### src/sv/bfm_ram.sv
// Generic synchronous RAM with one write port and one registered read port.
// No dependencies; used for the program store, the bracket stack and the tape.
`default_nettype none

module bfm_ram #(
  parameter int unsigned Width = 16,
  parameter int unsigned Depth = 16
) (
  input  wire logic                     clk_i,
  input  wire logic                     we_i,
  input  wire logic [$clog2(Depth)-1:0] waddr_i,
  input  wire logic [Width-1:0]         wdata_i,
  input  wire logic                     re_i,
  input  wire logic [$clog2(Depth)-1:0] raddr_i,
  output logic      [Width-1:0]         rdata_o
);

  logic [Width-1:0] mem [Depth];

  always_ff @(posedge clk_i) begin
    if (we_i) begin
      mem[waddr_i] <= wdata_i;
    end
    if (re_i) begin
      rdata_o <= mem[raddr_i];
    end
  end

endmodule

`default_nettype wire

### config.mk
export PLATFORM = sky130hd
export DESIGN_NAME = bfm_ram
export DESIGN_NICKNAME = d
export VERILOG_FILES = /design/src/sv/bfm_ram.sv
export SDC_FILE = /design/constraint.sdc
export NUM_CORES = 1
export LEC_CHECK = 0
export ABC_AREA = 1
export BUFFER_PORTS_ARGS = -buffer_cell sky130_fd_sc_hd__buf_2
export CORE_UTILIZATION = 35
export DETAILED_ROUTE_END_ITERATION = 12
export GPL_TIMING_DRIVEN = 0
export PLACE_DENSITY = 0.49
export SYNTH_ARGS = -nofsm -noshare
export SYNTH_HDL_FRONTEND = slang
export SYNTH_SLANG_ARGS = --single-unit
### constraint.sdc
create_clock -name clk_i -period 3.37 [get_ports clk_i]
set_input_delay 0.337 -clock clk_i [delete_from_list [all_inputs] [get_ports clk_i]]
set_output_delay 0.337 -clock clk_i [all_outputs]
set_load 0.05 [all_outputs]
; ---- Yosys cells after proc, flatten, opt, wreduce, memory -nomap -nowiden
; Memory sizes are Yosys's and may differ from the RTL's. A register that Yosys moved wholly into a read port is not among the register bits.
; Cells that the tools add are included.
[classes]
mux = 2
n_addsub = 0
n_reduce_logical = 0
n_eq_ne = 0
n_mul = 0
n_shift = 0
div_mod_pow = 0
bitwise_logic = 0
n_lt_le_gt_ge = 0
[op_table]
columns = operator, n
row1 = $mux 1, 2
[word_totals]
inputBits = 27
output_inout_bits = 16
n_memories = 1
mem_bits_rw = 256
romBits = 0
register_bits = 0
word_cells = 3
latch_bits = 0
[memory_table]
columns = name, depth, word_bits, read_ports, rd_clocked_by_memory_dff, write_ports, line
row1 = mem, 16, 16, 1, 1, 1, 18  ; logic [Width-1:0] mem [Depth];

; ---- Logic depth before layout (Yosys ltp)
; Gate-level depths: netlist (run 1).
[logic_depth]
word_depth = 2
mapped_depth = 9
ltp_nobuf = 7

; ---- Worst setup path after synthesis (run 1)
; No wires, ideal clock.
[synth_timing]
path_kind = input port to flip-flop
from = input waddr_i[2]
to = memory mem[10][0] (enable)
t_arrival_ns = 1.248
stages = 2
required_time_ns = 2.982
setup_time_ns = 0.388
slack_ns = 1.733
cell_sequence = nand3b_1 -> nor2_1
[synth_rtl]
columns = element, line
row1 = "start, declared", 11  ; input wire logic [$clog2(Depth)-1:0] waddr_i,
row2 = "end, declared", 18
; Straight into the memory's write port.

==> results of run 1 <==
## layer usage
layer / up-vias / part of all wire / GRT usage
met5: - / 0 / 0
met2: 203 / 0.50 / 0.333
met3: 40 / 0.054 / 0.0252
met1: 3623 / 0.43 / 0.249
met4: 0 / 0.016 / 0.0417
li1: 3660 / - / -
## area by class of cell
cell class	count	area [um2]	share of cell area
clock inverter	16	97.6	0.00722
inverter	198	743	0.0550
clock buffer	40	810	0.0599
sequential	272	8170	0.604
timing repair buffer	56	474	0.0351
multi-input combinational	553	2360	0.175
antenna	1	2.50	0.000185
tap	442	553	0.0409
buffer	51	305	0.0226
## critical path, delay by kind of cell
| family | cells | cell delay (ps) |
|---|---|---|
| buf+inv | 3 | 1100 |
| simple gates | 4 | 590 |
## placed cells by master (no fill, tap or decap)
cell type	count
buf_2	59
clkinvlp_4	1
edfxtp_1	272
nor2_2	16
clkinv_1	8
clkinv_2	6
diode_2	1
buf_6	4
buf_4	18
inv_2	2
nand3_1	193
inv_1	196
buf_1	1
nor2_1	1
nand2_1	341
clkbuf_1	19
buf_8	12
buf_16	3
clkbuf_16	31
nand3b_1	2
bufinv_16	1
## cell usage after synthesis
cell type / count / share of area
buf_6: 3 / 0.0029
nand3b_1: 2 / 0.0013
clkbuf_1: 10 / 0.0033
buf_4: 18 / 0.012
buf_1: 1 / 0.00032
nor2_1: 17 / 0.0055
buf_2: 19 / 0.0082
inv_2: 2 / 0.00065
inv_1: 196 / 0.064
nand2_1: 341 / 0.11
nand3_1: 193 / 0.084
edfxtp_1: 272 / 0.71
## kinds of logic (layout without fill, tap and decap cells)
family,count (synthesis),after routing
and+or+nand+nor,553,553
DFF,272,272
buffers and inverters,249,361
other,0,1
## registers in the layout, indices dropped and copies added, names as in the netlist
register,flops
mem,256
rdata_o,16
## stage by stage
stage	util	cells	worst slack, ps	hold WS (ps)	power, W
2_1_floorplan	-	1074	1730	436	0.00421
3_3_place_gp	0.379	1556	748	737	0.00444
3_5_place_dp	0.389	1572	1280	734	0.00446
4_1_cts	0.416	1628	1840	172	0.00749
5_1_grt	0.416	1628	1710	180	0.00767
6_report	0.417	1629	1720	183	0.00743
## power by group through the flow
| stage | clock (W) | sequential [W] | combinational, W |
|---|---|---|---|
| 4_1_cts | 0.00310 | 0.00383 | 0.000565 |
| 3_5_place_dp | 0 | 0.00390 | 0.000562 |
| 6_report | 0.00305 | 0.00383 | 0.000556 |
| 3_3_place_gp | 0 | 0.00390 | 0.000542 |
| 5_1_grt | 0.00323 | 0.00383 | 0.000609 |
| 2_1_floorplan | 0 | 0.00396 | 0.000256 |
## worst max path at each step
stage / from / depth (start not counted) / slack (ps) / to
floorplan: waddr_i[2] / 2 / 1730 / mem[10][0]
global placement: waddr_i[2] / 3 / 750 / mem[9][1]
detailed placement: raddr_i[1] / 7 / 1280 / rdata_o[5]
CTS: raddr_i[1] / 7 / 1840 / rdata_o[5]
global route: raddr_i[1] / 7 / 1710 / rdata_o[5]
finish: raddr_i[1] / 7 / 1720 / rdata_o[5]
==> results_dict.tcl, run 1 <==
set metrics [dict create \
    syn-num-nets 1101 \
    clkPwrFrac 0.410 \
    min_path_type "in -> reg" \
    p_per_area_nw_per_um2 550 \
    p_sw_frac 0.233 \
    cp_max_fo 10 \
    p_int_w 0.00570 \
    synth.area.mux_share 0 \
    place_hpwl_mm 21.0 \
    htreeDepth 1 \
    fillerInstances 3097 \
    worstPathCellList "buf_2, inv_2, clkbuf_1, nand2_1, nand3_1, nand3_1, nand2_1" \
    cts_setup_buffers 0 \
    insertion_delay_ps 550 \
    tns_ps 0 \
    grt_pass1_wl_mm 46.1 \
    cp.required_ps 3770 \
    final_area_um2 13500 \
    reg2reg_depth 6 \
    grt_pass1_vias 7315 \
    power.switching_w 0.00173 \
    antenna_found_initial 0 \
    outcome "finished, final reports clean" \
    core_um2 32500 \
    vdd_drop_max_mv 0.372 \
    cts_hold_buffers 0 \
    syn_area_um2 11500 \
    slew_headroom 0.296 \
    fp.dieH_um 184 \
    synth-simple-area-share 0.201 \
    via_count 7526 \
    ys_ff_latch 272 \
    cts_buffer_depth 3 \
    yosys.area_share.adder 0 \
    finalCritPeriodShare 0.489 \
    cts-root-buf "clkbuf_16" \
    synth_top_family_by_area "simple AND/OR/NAND/NOR gates" \
    layout-drive-gt1-share 0.129 \
    pwr-share-seq 0.515 \
    max_slew.worst_pin.slew_ps 1060 \
    vias_per_cell 4.62 \
    leakage_nw 5.70 \
    area_delta_synth_final_pct 17.1 \
    netlist_instances 1074 \
    dieArea_um2 33700 \
    start_kind "primary input" \
    slowest_delay_ps 820 \
    port_buffers 40 \
    post-route-drc-count 0 \
    rows 66 \
    cp.arrival_ps 2040 \
    hold_path_depth 1 \
    yosys_warnings 0 \
    grt_use_total 0.190 \
    initial_core_util 0.356 \
    r2r_slack_ps 2130 \
    synthXorXnorAreaFrac 0 \
    grt_overflow_total 0 \
    rsz0062_at_grt "no" \
    slowest_stage "clkbuf_1" \
    ys_types 12 \
    fin_skew_ps 7.82 \
    gp_congestion 0.788 \
    drt_wl_total_mm 31.0 \
    max_freq_mhz 606 \
    worst_hold_startpoint "wdata_i[0]" \
    timing.critical_path.to_type "flip-flop" \
    synth.avg_cell_area_um2 10.7 \
    hold_viol_final 0 \
    crit_type "in -> reg" \
    cts_buffers 30 \
    clk_pin_slew_ps 60 \
    r2r_end "rdata_o[3]" \
    io_pins 43 \
    setup_viol 0 \
    cts_tree "built" \
    slew_viol_final 0 \
    ys_seq_area_frac 0.708 \
    detail-route-antenna-nets 0 \
    min_to "mem[7][0]" \
    drt_iter0_markers 535 \
    grt_start_max_net_pins 17 \
    reg2reg_from "mem[2][3]" \
    cts_resized 0 \
    drt_pass1_iterations 5 \
    wl_per_cell_um 19.1 \
    p_comb_frac 0.075 \
    period_needed_ps 1650 \
    maxCapViolations 0 \
    finalNetCount 1189 \
    placed_area_um2 12600 \
    cts_sinks 272 \
    synth_compound_area_frac 0 \
    fp.dieW_um 184 \
]
No activity file was read; power rests on OpenSTA's default activity.
==> inputs of run 2 (changes only) <==
--- a/config.mk
+++ b/config.mk
@@ -5,7 +5,7 @@
 export SDC_FILE = /design/constraint.sdc
 export NUM_CORES = 1
 export LEC_CHECK = 0
-export ABC_AREA = 1
+export ABC_AREA = 0
 export BUFFER_PORTS_ARGS = -buffer_cell sky130_fd_sc_hd__buf_2
 export CORE_UTILIZATION = 35
 export DETAILED_ROUTE_END_ITERATION = 12
==> constraint.sdc (replaced) <==
create_clock -name clk_i -period 1.6 [get_ports clk_i]
set_input_delay 0.16 -clock clk_i [delete_from_list [all_inputs] [get_ports clk_i]]
set_output_delay 0.16 -clock clk_i [all_outputs]
set_load 0.05 [all_outputs]
==> run 2 against run 1 <==
Sequential share of layout area up 6.4 points. Flip-flop and latch count unchanged. Worst setup slack worse by 1600 ps. Clock power grew 100%. Synthesized cell count fell by 60%. First-iteration DRC count shrank 40%. Core utilization is 0.94 points higher. Critical path depth is 4 lower. Cell count shrank 42%. Design area down 9.6%. Power is 100% higher. Critical path type is now reg -> reg. Largest cell class unchanged.
==> results_dict.tcl, run 2 <==
set metrics [dict create \
    outcome "finished, final reports clean" \
    fp.dieH_um 173 \
    grt_pass1_wl_mm 33.3 \
    synth-simple-area-share 0.0189 \
    period_needed_ps 1490 \
    cp.arrival_ps 1770 \
    cp.required_ps 1880 \
    max_slew.worst_pin.slew_ps 783 \
    ys_seq_area_frac 0.800 \
    layout-drive-gt1-share 0.310 \
    cts_buffers 30 \
    syn-num-nets 459 \
    synth_top_family_by_area "multiplexers" \
    grt_use_total 0.154 \
    max_freq_mhz 670 \
    timing.critical_path.to_type "flip-flop" \
    p_per_area_nw_per_um2 1240 \
    gp_congestion 0.705 \
    wl_per_cell_um 23.9 \
    initial_core_util 0.355 \
    drt_iter0_markers 321 \
    synthXorXnorAreaFrac 0 \
    layout_common_cells "edfxtp_1, mux4_2, buf_2" \
    reg2reg_depth 3 \
    drt_pass1_iterations 4 \
    reg_top3 "mem: 256 flops, rdata_o: 16 flops" \
    ys_ff_latch 272 \
    yosys.area_share.adder 0 \
    fin_cells 939 \
    synth.area.mux_share 0.145 \
    yosysTopAreaCell "edfxtp_1" \
    post-route-drc-count 0 \
    crit_path_end "rdata_o[10]" \
    grt_overflow_total 0 \
    tns_ps 0 \
    placed_area_um2 11200 \
    start_kind "flip-flop" \
    slew_headroom 0.476 \
    leakage_nw 3.93 \
    timing.critical_path.depth 3 \
    ys_types 18 \
    port_buffers 40 \
    maxCapViolations 0 \
    htreeDepth 1 \
    core_um2 28700 \
    hold_ws_ps 30.0 \
    dr_wl_met3_mm 1.04 \
    dieArea_um2 29800 \
    yosys_warnings 0 \
    cts_sinks 272 \
    grt_start_max_net_pins 17 \
    cts_buffer_depth 3 \
    grt_pass1_vias 5120 \
    finalCritPeriodShare 0.933 \
    final_area_um2 12200 \
    num_antenna_cells 0 \
    cts_tree "built" \
    worstPathCellList "mux4_1, a22oi_1, nand2_1" \
    hold_viol_final 0 \
    slowest_delay_ps 510 \
    finalNetCount 561 \
    synth_top_cells_by_area "edfxtp_1, mux4_2, mux4_1, a22oi_1, nand2_1" \
    post-route-worst-setup-slack_ps 107 \
    place_hpwl_mm 14.6 \
    synth.avg_cell_area_um2 23.6 \
    insertion_delay_ps 540 \
    largest-register "mem" \
    wl_met1_mm 10.4 \
    synthArstFlopShare 0 \
    crit_type "reg -> reg" \
    clk_pin_slew_ps 60 \
    vdd_drop_max_mv 0.677 \
    area_delta_synth_final_pct 19.8 \
    slew_viol_final 0 \
    place_inst 871 \
    synth_compound_area_frac 0.0235 \
    syn_area_um2 10200 \
    cp_num_buf_inv 0 \
    fp.dieW_um 173 \
    rsz0062_at_grt "no" \
    crit_family "multiplexers" \
    synth-edff-count 272 \
    drt_wl_total_mm 22.5 \
    startpoint "mem[1][10]" \
    largest_reg_flops 256 \
    synth_top_area_share 0.800 \
    fin_skew_ps 12.0 \
    post-synth-top-count-cell "edfxtp_1" \
    synth_common_cells "edfxtp_1, mux4_2, a22oi_1" \
    top_layer_used "met4" \
    cts-root-buf "clkbuf_16" \
    setup_viol 0 \
    place_ws_ps -632 \
    min_path_type "in -> reg" \
    final_common_cell "edfxtp_1" \
    io_pins 43 \
    detail-route-antenna-nets 0 \
    slowest_stage "mux4_1" \
    antenna_found_initial 0 \
    r2r_end "rdata_o[10]" \
    synth_top_flop_cell "edfxtp_1" \
    r2r_slack_ps 110 \
    cp_max_fo 1 \
    vias_per_cell 5.03 \
    reg2reg_from "mem[1][10]" \
    rows 62 \
    via_count 4722 \
    netlist_instances 432 \
    wl_met2_mm 10.5 \
]
[run 2: cell types whose count changed in the layout (fill, tap and decap cells not counted), moves of 6 or more]
| cell | change |
|---|---|
| buf_4 | -15 |
| a22oi_1 | +32 |
| dlygate4sd3_1 | +14 |
| buf_2 | -16 |
| mux4_2 | +54 |
| nand3_1 | -192 |
| clkinv_2 | -6 |
| inv_1 | -196 |
| mux4_1 | +10 |
| nand2_1 | -324 |
[run 2: final cells by class]
class                   instances  area, um2
plain buffers                  21        140
clock buffers                  43        821
clock inverters                10       45.0
fillers                      2507      16500
multi-input cells             139       1990
flip-flops and latches        272       8170
well taps                     384        480
repair buffers                 70        586
[run 2: worst min path at each step]
stage | from | end | slack [ps] | depth (start not counted)
2_1_floorplan | wdata_i[0] | mem[0][0] | 260 | 0
3_3_place_gp | wdata_i[4] | mem[4][4] | 530 | 1
3_5_place_dp | wdata_i[5] | mem[6][5] | 540 | 1
4_1_cts | wdata_i[10] | mem[0][10] | 0.4 | 1
5_1_grt | wdata_i[10] | mem[0][10] | 20 | 1
6_report | wdata_i[1] | mem[3][1] | 30 | 1
[run 2: logic make-up (layout without fill, tap and decap cells)]
family / after synthesis / count (layout)
AND/OR/NAND/NOR: 43 / 43
flip-flops: 272 / 272
AO/OA/AOI/OAI: 32 / 32
multiplexers: 64 / 64
buffers and inverters: 21 / 144
[run 2: power by group]
group	total, W	internal, W	switching (W)
Sequential	0.00806	0.00803	0.0000340
Combinational	0.000892	0.000328	0.000564
Clock	0.00615	0.00353	0.00263
[run 2: per-stage QoR]
step / total power [W] / util
floorplan: 0.00872 / -
global placement: 0.00903 / 0.380
detailed placement: 0.00909 / 0.390
CTS: 0.0153 / 0.426
global route: 0.0156 / 0.426
finish: 0.0151 / 0.426
[run 2: metal layers]
| layer | up-vias | track usage |
|---|---|---|
| met1 | 2503 | 0.224 |
| met3 | 35 | 0.0240 |
| li1 | 2073 | - |
| met2 | 111 | 0.246 |
| met5 | - | 0 |
| met4 | 0 | 0.0343 |
[run 2: worst reg2reg max path, cell delays in order (launching register included)]
cell and delay [ps]:
edfxtp_1 350, mux4_1 510, a22oi_1 250, nand2_1 120
[run 2: repair_timing]
item	in CTS	in global routing
setup endpoints to repair	22	5
pin swaps	1	0
resized for setup	4	1
hold buffers	14	0
setup buffers	1	0
endpoints found under the hold margin	211	0
==> inputs of run 3 (changes only) <==
==> config.mk (replaced) <==
export PLATFORM = sky130hd
export DESIGN_NAME = bfm_ram
export DESIGN_NICKNAME = d
export VERILOG_FILES = /design/src/sv/bfm_ram.sv
export SDC_FILE = /design/constraint.sdc
export NUM_CORES = 1
export LEC_CHECK = 0
export ABC_AREA = 0
export CORE_UTILIZATION = 55
export DETAILED_ROUTE_END_ITERATION = 12
export DONT_BUFFER_PORTS = 1
export GPL_TIMING_DRIVEN = 0
export PLACE_DENSITY = 0.69
export SYNTH_ARGS = -nofsm -noshare
export SYNTH_HDL_FRONTEND = slang
export SYNTH_SLANG_ARGS = --single-unit
==> run 3 against run 2 <==
Largest power group unchanged. First-iteration DRC count grew 71%. Routed wire length is 11% lower. Clock-buffer cell count down 8. The flow now finishes with violations (DRC). Clock skew decreased by 1.2 ps. Cell count decreased by 20%. Sequential share of layout area is 2.1 points higher.
==> results_dict.tcl, run 3 (synthesis results as in run 2) <==
set metrics [dict create \
    num_antenna_cells 0 \
    antenna_found_initial 0 \
    htreeDepth 1 \
    grt_use_total 0.217 \
    grt_pass1_vias 4849 \
    layout_common_cells "edfxtp_1, mux4_2, a22oi_1" \
    cts-root-buf "clkbuf_16" \
    layout-drive-gt1-share 0.256 \
    hold_ws_ps 13.9 \
    setup_viol 0 \
    violations "DRC" \
    fin_cells 749 \
    grt_pass1_wl_mm 29.9 \
    post-route-worst-setup-slack_ps 60.4 \
    maxCapViolations 0 \
    fin_skew_ps 10.8 \
    vdd_drop_max_mv 0.866 \
    p_per_area_nw_per_um2 1220 \
    dieArea_um2 19100 \
    utilization 0.655 \
    crit_type "in -> reg" \
    place_hpwl_mm 12.4 \
    insertion_delay_ps 520 \
    cts_sinks 272 \
    leakage_nw 3.79 \
    cp.required_ps 1860 \
    drt_wl_total_mm 19.9 \
    place_ws_ps -512 \
    rsz0062_at_grt "no" \
    wl_per_cell_um 26.6 \
    hold_path_depth 2 \
    drt_pass1_iterations 9 \
    tns_ps 0 \
    vias_per_cell 6.25 \
    cp_max_fo 10 \
    area_delta_synth_final_pct 16.2 \
    reg2reg_depth 3 \
    via_count 4684 \
    outcome "finished with violations" \
    reg_top3 "mem: 256 flops, rdata_o: 16 flops" \
    port_buffers 0 \
    post-route-drc-count 6 \
    fp.dieH_um 138 \
    max_slew.worst_pin.slew_ps 785 \
    largest-register "mem" \
    hold_viol_final 0 \
    initial_core_util 0.564 \
    detail-route-antenna-nets 0 \
    core_um2 18100 \
    clk_pin_slew_ps 60 \
    slew_headroom 0.476 \
    cts_buffers 26 \
    drt_iter0_markers 548 \
    place_inst 676 \
    finalCritPeriodShare 0.962 \
    grt_overflow_total 0 \
    cts_tree "built" \
    finalNetCount 528 \
    slowest_delay_ps 630 \
    cp.arrival_ps 1800 \
    fp.dieW_um 138 \
    grt_start_max_net_pins 17 \
    period_needed_ps 1540 \
    fillerInstances 1140 \
    cts_buffer_depth 3 \
    slowest_stage "buf_1" \
    timing.critical_path.to_type "flip-flop" \
    min_path_type "in -> reg" \
    largest_reg_flops 256 \
    worstPathCellList "buf_2, buf_1, mux4_2, a22oi_1, nand2_1" \
    gp_congestion 0.744 \
    io_pins 43 \
    final_common_cell "edfxtp_1" \
    max_freq_mhz 650 \
    rows 49 \
    start_kind "primary input" \
    slew_viol_final 0 \
]
-- run 3: repair_timing --
action	CTS	global route
endpoints found under the hold margin	301	0
hold buffers	24	0
buffers inserted	0	2
resized for setup	0	4
setup endpoints to repair	0	7
-- run 3: per-layer routing --
metal	wire [um]	part of all wire	track usage
met2	9660	0.48	0.343
met4	344	0.017	0.0597
met3	1110	0.056	0.0339
met1	8800	0.44	0.323
met5	0	0	0
-- run 3: final timing paths --
| path | startpoint | to | slack, ps |
|---|---|---|---|
| hold reg to reg | mem[14][15] | rdata_o[15] | 750 |
| setup reg to reg | mem[10][4] | rdata_o[4] | 120 |
| hold / removal | waddr_i[1] | mem[4][9] | 10 |
| setup / recovery | raddr_i[1] | rdata_o[13] | 60 |
-- run 3: critical path, delay by kind of cell --
kind | cells | cell delay [ps]
buf+inv | 2 | 850
simple gates | 1 | 100
compound gates | 1 | 280
mux | 1 | 410
-- run 3: metrics by stage --
stage                     area (um2)  power (W)
after global placement         10500    0.00886
after CTS                      11800     0.0146
after global routing           11900     0.0149
after detailed placement       10800    0.00891
final                          11900     0.0145
after floorplan                10200    0.00872
-- run 3: final cells by class --
class                      count  area (um2)  share of cell area
clock buffer                  35         706              0.0595
buffer                        21         126              0.0107
multi-input combinational    139        1990               0.168
tap                          229         287              0.0242
clock inverter                12        76.3             0.00644
timing repair buffer          41         503              0.0424
sequential                   272        8170               0.689
-- run 3: power by group --
group	switching, W	internal, W
clock	0.00239	0.00323
combinational	0.000391	0.000299
sequential	0.000163	0.00803
